===== src/design/imgrm_pkg.sv =====
// Shared types and constants for the input monitor gain ramp mixer.
`default_nettype none
package imgrm_pkg;

	localparam int DATA_W        = 32;
	localparam int LEN_W         = 11;
	localparam int MAX_BLOCK_LEN = 1024;
	localparam int CFG_IDX_W     = 2;
	localparam int CFG_DATA_W    = 3;

	typedef enum logic [CFG_IDX_W-1:0] {
		CFG_ECHO_ENABLE   = 2'd0,
		CFG_CHANNEL_MODE  = 2'd1,
		CFG_RENDER_STEREO = 2'd2
	} cfg_idx_t;

	typedef enum logic [2:0] {
		MODE_COMBINE  = 3'd0,
		MODE_LEFT     = 3'd1,
		MODE_RIGHT    = 3'd2,
		MODE_BALANCED = 3'd3,
		MODE_STEREO   = 3'd4
	} mode_t;

	typedef enum logic [2:0] {
		S_IDLE  = 3'd0,
		S_DIV   = 3'd1,
		S_GAIN  = 3'd2,
		S_MUL_L = 3'd3,
		S_MUL_R = 3'd4,
		S_MIX   = 3'd5
	} state_t;

	// divider handshake toward the sequencer
	typedef struct packed {
		logic busy;
		logic done;
	} div_stat_t;

endpackage
`default_nettype wire


===== src/design/imgrm_div.sv =====
// Bit-serial signed-by-unsigned divider for the ramp step, one quotient bit per cycle.
`default_nettype none
module imgrm_div (
	input  wire logic                                clk,
	input  wire logic                                arst_n,
	input  wire logic                                start,
	input  wire logic signed [imgrm_pkg::DATA_W-1:0] dividend,
	input  wire logic        [imgrm_pkg::LEN_W-1:0]  divisor,
	output imgrm_pkg::div_stat_t                     stat,
	output logic signed      [imgrm_pkg::DATA_W-1:0] quotient
);
	import imgrm_pkg::*;

	localparam int CNT_W = $clog2(DATA_W);

	logic [DATA_W-1:0] dvd_q;
	logic [LEN_W-1:0]  rem_q;
	logic [LEN_W-1:0]  dsr_q;
	logic              neg_q;
	logic [CNT_W-1:0]  cnt_q;
	logic              busy_q;
	logic              done_q;
	logic [LEN_W:0]    rem_sh;
	logic [LEN_W:0]    rem_sub;
	logic              ge;

	always_comb begin
		rem_sh  = {rem_q, dvd_q[DATA_W-1]};
		ge      = rem_sh >= {1'b0, dsr_q};
		rem_sub = rem_sh - {1'b0, dsr_q};
	end

	always_ff @(posedge clk or negedge arst_n) begin
		if (!arst_n) begin
			busy_q <= 1'b0;
			done_q <= 1'b0;
			cnt_q  <= '0;
		end else begin
			done_q <= 1'b0;
			if (start) begin
				busy_q <= 1'b1;
				cnt_q  <= '0;
			end else if (busy_q) begin
				if (cnt_q == CNT_W'(DATA_W - 1)) begin
					busy_q <= 1'b0;
					done_q <= 1'b1;
				end else begin
					cnt_q <= cnt_q + 1'b1;
				end
			end
		end
	end

	always_ff @(posedge clk) begin
		if (start) begin
			// work on the magnitude, fix the sign at the end
			dvd_q <= dividend[DATA_W-1] ? -dividend : dividend;
			rem_q <= '0;
			dsr_q <= divisor;
			neg_q <= dividend[DATA_W-1];
		end else if (busy_q) begin
			rem_q <= ge ? rem_sub[LEN_W-1:0] : rem_sh[LEN_W-1:0];
			dvd_q <= {dvd_q[DATA_W-2:0], ge};
		end
	end

	assign quotient  = neg_q ? -dvd_q : dvd_q;
	assign stat.busy = busy_q;
	assign stat.done = done_q;

endmodule
`default_nettype wire


===== src/design/imgrm_mul.sv =====
// Shared signed multiplier with registered product, used once per channel.
`default_nettype none
module imgrm_mul (
	input  wire logic                                  clk,
	input  wire logic signed [imgrm_pkg::DATA_W-1:0]   a,
	input  wire logic signed [imgrm_pkg::DATA_W-1:0]   b,
	output logic signed      [2*imgrm_pkg::DATA_W-1:0] prod
);
	import imgrm_pkg::*;

	logic signed [2*DATA_W-1:0] prod_q;

	always_ff @(posedge clk) begin
		prod_q <= a * b;
	end

	assign prod = prod_q;

endmodule
`default_nettype wire


===== src/design/input_monitor_gain_ramp_mixer.sv =====
// Input monitor gain ramp mixer: sequencer, gain state and mix output register.
//
// Input words arrive on in_valid/in_ready and carry one stereo input sample, one
// stereo mix sample and the ramp fields. Results leave on out_valid/out_ready,
// one result word per input word, in order. Registers are written through
// cfg_valid/cfg_ready (always ready) with cfg_index and cfg_data. The user must
// write them only while idle; the block does not enforce this.
//
// An input word goes from acceptance to out_valid through gain update, one
// multiplier pass per channel, then the mix add. A word with block_start set
// first runs the ramp step division, one quotient bit a cycle through the
// bit-serial divider. One word is processed at a time, paced by the shared
// multiplier and serial divider; the next is taken once the last is registered.
//
// The result register frees the input side: a new word is accepted while a
// result waits. If the receiver stalls, the next word halts at the mix step
// until the waiting result is taken. Reset clears gain and step to zero,
// echo off, channel mode left, stereo rendering on.
`default_nettype none
module input_monitor_gain_ramp_mixer (
	input  wire logic                                    clk,
	input  wire logic                                    arst_n,
	input  wire logic                                    cfg_valid,
	output logic                                         cfg_ready,
	input  wire logic        [imgrm_pkg::CFG_IDX_W-1:0]  cfg_index,
	input  wire logic        [imgrm_pkg::CFG_DATA_W-1:0] cfg_data,
	input  wire logic                                    in_valid,
	output logic                                         in_ready,
	input  wire logic                                    block_start,
	input  wire logic signed [imgrm_pkg::DATA_W-1:0]     gain_start,
	input  wire logic signed [imgrm_pkg::DATA_W-1:0]     gain_end,
	input  wire logic        [imgrm_pkg::LEN_W-1:0]      block_len,
	input  wire logic signed [imgrm_pkg::DATA_W-1:0]     in_left,
	input  wire logic signed [imgrm_pkg::DATA_W-1:0]     in_right,
	input  wire logic signed [imgrm_pkg::DATA_W-1:0]     mix_in_left,
	input  wire logic signed [imgrm_pkg::DATA_W-1:0]     mix_in_right,
	output logic                                         out_valid,
	input  wire logic                                    out_ready,
	output logic signed      [imgrm_pkg::DATA_W-1:0]     mix_out_left,
	output logic signed      [imgrm_pkg::DATA_W-1:0]     mix_out_right
);
	import imgrm_pkg::*;

	state_t state_q, state_d;

	logic        echo_q;
	mode_t       mode_q;
	logic        stereo_q;

	logic                     blk_q;
	logic signed [DATA_W-1:0] start_q;
	logic signed [DATA_W-1:0] in_l_q;
	logic signed [DATA_W-1:0] in_r_q;
	logic signed [DATA_W-1:0] mix_l_q;
	logic signed [DATA_W-1:0] mix_r_q;

	logic signed [DATA_W-1:0] gain_now_q;
	logic signed [DATA_W-1:0] gain_step_q;
	logic signed [DATA_W-1:0] sl_q;

	logic                     out_valid_q;
	logic signed [DATA_W-1:0] out_l_q;
	logic signed [DATA_W-1:0] out_r_q;

	logic                     in_acc;
	logic                     out_free;
	logic                     div_start;
	logic                     mul_right;
	logic                     mix_load;
	div_stat_t                div_stat;
	logic signed [DATA_W-1:0] div_q;
	logic [LEN_W-1:0]         len_clamp;
	logic signed [DATA_W-1:0] mul_a;
	logic signed [2*DATA_W-1:0] prod;
	logic signed [DATA_W-1:0] sr;
	logic signed [DATA_W-1:0] add_l;
	logic signed [DATA_W-1:0] add_r;
	logic signed [DATA_W-1:0] half_sum;
	logic signed [DATA_W-1:0] half_dif;
	mode_t                    mode_eff;

	assign cfg_ready = 1'b1;
	assign in_acc    = in_valid && in_ready;
	assign out_free  = !out_valid_q || out_ready;

	// configuration registers
	always_ff @(posedge clk or negedge arst_n) begin
		if (!arst_n) begin
			echo_q   <= 1'b0;
			mode_q   <= MODE_LEFT;
			stereo_q <= 1'b1;
		end else if (cfg_valid) begin
			case (cfg_idx_t'(cfg_index))
				CFG_ECHO_ENABLE:   echo_q   <= cfg_data[0];
				CFG_CHANNEL_MODE:  mode_q   <= mode_t'(cfg_data);
				CFG_RENDER_STEREO: stereo_q <= cfg_data[0];
				default: ;
			endcase
		end
	end

	// next state
	always_comb begin
		state_d = state_q;
		case (state_q)
			S_IDLE:  if (in_acc) state_d = block_start ? S_DIV : S_GAIN;
			S_DIV:   if (div_stat.done) state_d = S_GAIN;
			S_GAIN:  state_d = S_MUL_L;
			S_MUL_L: state_d = S_MUL_R;
			S_MUL_R: state_d = S_MIX;
			S_MIX:   if (out_free) state_d = S_IDLE;
			default: state_d = S_IDLE;
		endcase
	end

	// sequencer outputs
	always_comb begin
		in_ready  = 1'b0;
		div_start = 1'b0;
		mul_right = 1'b0;
		mix_load  = 1'b0;
		case (state_q)
			S_IDLE:  in_ready  = 1'b1;
			S_MUL_R: mul_right = 1'b1;
			S_MIX:   mix_load  = out_free;
			default: ;
		endcase
		if (state_q == S_IDLE && in_acc && block_start) begin
			div_start = 1'b1;
		end
	end

	always_ff @(posedge clk or negedge arst_n) begin
		if (!arst_n) begin
			state_q <= S_IDLE;
		end else begin
			state_q <= state_d;
		end
	end

	// capture the input word
	always_ff @(posedge clk) begin
		if (in_acc) begin
			blk_q   <= block_start;
			start_q <= gain_start;
			in_l_q  <= in_left;
			in_r_q  <= in_right;
			mix_l_q <= mix_in_left;
			mix_r_q <= mix_in_right;
		end
	end

	// zero length counts as one, long blocks saturate
	always_comb begin
		if (block_len == '0) begin
			len_clamp = LEN_W'(1);
		end else if (int'(block_len) > MAX_BLOCK_LEN) begin
			len_clamp = LEN_W'(MAX_BLOCK_LEN);
		end else begin
			len_clamp = block_len;
		end
	end

	imgrm_div u_div (
		.clk      (clk),
		.arst_n   (arst_n),
		.start    (div_start),
		.dividend (gain_end - gain_start),
		.divisor  (len_clamp),
		.stat     (div_stat),
		.quotient (div_q)
	);

	// gain state: load the ramp on block start, then advance by the step
	always_ff @(posedge clk or negedge arst_n) begin
		if (!arst_n) begin
			gain_now_q  <= '0;
			gain_step_q <= '0;
		end else if (state_q == S_GAIN) begin
			if (blk_q) begin
				gain_step_q <= div_q;
				gain_now_q  <= start_q + div_q;
			end else begin
				gain_now_q  <= gain_now_q + gain_step_q;
			end
		end
	end

	// keep the right operand through the mix step so the product holds on a stall
	assign mul_a = (state_q == S_MUL_L) ? in_l_q : in_r_q;

	imgrm_mul u_mul (
		.clk  (clk),
		.a    (mul_a),
		.b    (gain_now_q),
		.prod (prod)
	);

	// hold the left product while the right one is formed
	always_ff @(posedge clk) begin
		if (mul_right) begin
			sl_q <= {prod[2*DATA_W-3:DATA_W], 2'b00};
		end
	end

	assign sr       = {prod[2*DATA_W-3:DATA_W], 2'b00};
	assign half_sum = (sl_q >>> 1) + (sr >>> 1);
	assign half_dif = (sl_q >>> 1) - (sr >>> 1);

	always_comb begin
		mode_eff = mode_q;
		if (mode_q == MODE_STEREO && !stereo_q) begin
			mode_eff = MODE_COMBINE;
		end
		case (mode_eff)
			MODE_COMBINE: begin
				add_l = half_sum;
				add_r = half_sum;
			end
			MODE_LEFT: begin
				add_l = sl_q;
				add_r = sl_q;
			end
			MODE_RIGHT: begin
				add_l = sr;
				add_r = sr;
			end
			MODE_BALANCED: begin
				add_l = half_dif;
				add_r = half_dif;
			end
			default: begin
				add_l = sl_q;
				add_r = sr;
			end
		endcase
	end

	always_ff @(posedge clk or negedge arst_n) begin
		if (!arst_n) begin
			out_valid_q <= 1'b0;
		end else if (mix_load) begin
			out_valid_q <= 1'b1;
		end else if (out_ready) begin
			out_valid_q <= 1'b0;
		end
	end

	always_ff @(posedge clk) begin
		if (mix_load) begin
			out_l_q <= echo_q ? mix_l_q + add_l : mix_l_q;
			out_r_q <= echo_q ? mix_r_q + add_r : mix_r_q;
		end
	end

	assign out_valid     = out_valid_q;
	assign mix_out_left  = out_l_q;
	assign mix_out_right = out_r_q;

`ifndef SYNTHESIS
	a_ready_div_idle: assert property (@(posedge clk) disable iff (!arst_n)
		in_ready |-> !div_stat.busy)
		else $error("input ready while divider busy");

	a_done_in_div: assert property (@(posedge clk) disable iff (!arst_n)
		div_stat.done |-> state_q == S_DIV)
		else $error("divider finished outside divide state");

	a_plain_to_gain: assert property (@(posedge clk) disable iff (!arst_n)
		(in_acc && !block_start) |=> state_q == S_GAIN)
		else $error("word without block start skipped gain update");

	a_step_only_gain: assert property (@(posedge clk) disable iff (!arst_n)
		(state_q != S_GAIN) |=> $stable(gain_step_q))
		else $error("ramp step changed outside gain update");
`endif

endmodule
`default_nettype wire

===== config.mk =====
export PLATFORM = sky130hd
export DESIGN_NAME = input_monitor_gain_ramp_mixer
export DESIGN_NICKNAME = d
export VERILOG_FILES = /design/src/design/imgrm_pkg.sv /design/src/design/imgrm_div.sv /design/src/design/imgrm_mul.sv /design/src/design/input_monitor_gain_ramp_mixer.sv
export SDC_FILE = /design/constraint.sdc
export NUM_CORES = 2
export LEC_CHECK = 0
export ABC_CLOCK_PERIOD_IN_PS = 12200
export CAP_MARGIN = 25
export CORE_MARGIN = 5
export CORE_UTILIZATION = 60
export CTS_CLUSTER_DIAMETER = 40
export DETAILED_ROUTE_END_ITERATION = 7
export DONT_BUFFER_PORTS = 1
export GPL_ROUTABILITY_DRIVEN = 0
export PLACE_DENSITY = 0.84
export SLEW_MARGIN = 10
export SYNTH_ARGS = -nofsm -noshare
export SYNTH_HDL_FRONTEND = slang
export SYNTH_HIERARCHICAL = 1
export SYNTH_SLANG_ARGS = --single-unit
export TNS_END_PERCENT = 30

===== constraint.sdc =====
create_clock -name clk -period 12.2 [get_ports clk]
set_clock_uncertainty 0.2 [all_clocks]
set_input_delay 0 -clock clk [delete_from_list [all_inputs] [get_ports clk]]
set_output_delay 0 -clock clk [all_outputs]
set_load 0.02 [all_outputs]

==> results.json <==
{
  "num_rows": 120,
  "cp.required_ps": 12550,
  "wl_um": 195000,
  "worstMarginPinSlew_ps": 1140,
  "grt_setup_unrepaired": "false",
  "setup_viol": 0,
  "drtPass1Iterations": 8,
  "drt_iter0_markers": 5820,
  "end_kind": "flop",
  "cp_slowest_cell": "mux2_2",
  "clk_latency_ps": 660,
  "grt_max_degree": 94,
  "syn_nets": 8425,
  "overflow": 0,
  "outcome": "complete, no violations",
  "io_pins": 281,
  "tns_ps": 0,
  "syn_area_um2": 64300,
  "via_per_inst": 6.31,
  "postSynthAreaPerCell_um2": 9.57,
  "slew_viol_final": 0,
  "start_util_pct": 60.3,
  "utilization_pct": 67.2,
  "yosys_warnings": 6,
  "cts_buffers": 69,
  "nFillCells": 7403,
  "die_y_um": 337,
  "mostFrequentLayoutCell": "inv_1",
  "num-nets-final": 8637,
  "drive_gt1_share_pct": 5.29,
  "vias": 53000,
  "grt_pass1_vias": 57300,
  "die_x_um": 337,
  "min-delay-path-class": "input pin to flop",
  "worst_path_most_repeated_cell": "fa_1",
  "wl_per_cell_um": 23.3,
  "period_share_pct": 84.6,
  "track_usage_pct": 34.6,
  "critPathTopFamily": "adder cells",
  "hold_violations": 0,
  "hpwl_um": 129000,
  "critPathMaxFanout": 32,
  "cts_resized": 0,
  "numPortBuffers": 0,
  "arrival_ps": 10670,
  "ant_nets": 0,
  "clock_sinks": 420,
  "maxCapViolations": 0,
  "antenna_found_initial": 5,
  "fmax_mhz": 96.9,
  "fin_crit_ps": 10320,
  "core_area_um2": 107000,
  "worst_setup_path_start_kind": "flop",
  "syn_inst": 6720,
  "critPathKind": "flop to flop",
  "h-tree-depth": 3,
  "cts_tree": "yes",
  "crit_buf_inv": 6,
  "cts-root-buf": "clkbuf_16",
  "slew_headroom_pct": 24.3,
  "grt_pass1_wl_um": 310000,
  "clk_pin_slew_ps": 60,
  "cts_buffer_depth": 3,
  "critPathMaxStageDelay_ps": 890,
  "drc": 0,
  "design.die.area_um2": 114000,
  "most-common-layout-cells": "inv_1, fa_1, nand2_1",
  "synthToLayoutAreaGrowth_pct": 11.5
}
## sequential cells by signal, indices dropped and copies added, names as in the netlist, 32 cells and up
| signal | flops |
|---|---|
| mix_out_right | 32 |
| in_r_q | 32 |
| mix_l_q | 32 |
| mix_r_q | 32 |
| gain_step_q | 32 |
| gain_now_q | 32 |
| start_q | 32 |
| mix_out_left | 32 |
| in_l_q | 32 |
| u_div/dvd_q | 32 |
## routing by layer
metal	share of wire, %	up-vias	global-route usage (%)	routed length [µm]
li1	-	22100	-	-
met1	34	25700	40.8	66200
met2	47	4049	56.8	90900
met3	12	1131	8.85	22600
met4	8.0	0	22.0	15700
met5	0	-	0	0
## layout make-up
type	instances	area, µm²	share of cell area, %
diodes	2	5.00	0.00698
clock buffers	88	1920	2.68
clock inverters	39	435	0.607
inverters	1150	4320	6.02
multi-input cells	4820	46900	65.4
flip-flops and latches	420	11800	16.5
well taps	1403	1760	2.45
repair buffers	471	4590	6.40
## worst paths after layout
| check | from | end | slack [ps] | cells after the start |
|---|---|---|---|---|
| setup / recovery | state_q[0] | u_mul/prod[61] | 1880 | 27 |
| hold / removal | cfg_index[1] | mode_q[1] | 70 | 3 |
| setup reg to reg | state_q[0] | u_mul/prod[61] | 1880 | 27 |
| hold reg to reg | mix_l_q[0] | mix_out_left[0] | 210 | 0 |
| max in group asynchronous | arst_n | echo_q | 10960 | 4 |
| min in group asynchronous | arst_n | mode_q[0] | 330 | 3 |
## through the flow
stage,cell area (µm²),hold slack (ps),cells,worst slack (ps)
after floorplan,64300,-496,6720,3700
after global placement,65300,-492,7857,2550
after detailed placement,65300,-492,7857,2300
after CTS,71700,13.6,8390,2240
after global routing,71700,90.5,8393,1600
final,71700,74.4,8393,1880
## worst reg2reg max path, stage by stage, from the launching register on
cell and delay, ps:
dfrtp_1 540, nand3b_1 500, buf_4 450, mux2_2 930, nand2_1 230, fa_1 570
fa_1 560, inv_1 60, fa_1 500, inv_1 50, fa_1 540, inv_1 60
fa_1 490, fa_1 430, fa_1 500, inv_1 50, fa_1 480, inv_1 50
ha_1 340, and4_1 250, a41oi_1 230, o21ai_0 180, a31oi_1 640, a31oi_1 400
or2_2 430, a211oi_1 350, a221oi_1 150, o31ai_1 80
## what timing repair did
item | 4_1_cts | 5_1_grt
hold buffers | 406 | 0
endpoints found under the setup margin | 0 | 0
endpoints found under the hold margin | 340 | 0
setup buffers | 0 | 0
Power is not shown: default switching activity piles up to over one toggle a cycle in this logic, so the estimate is an artifact.
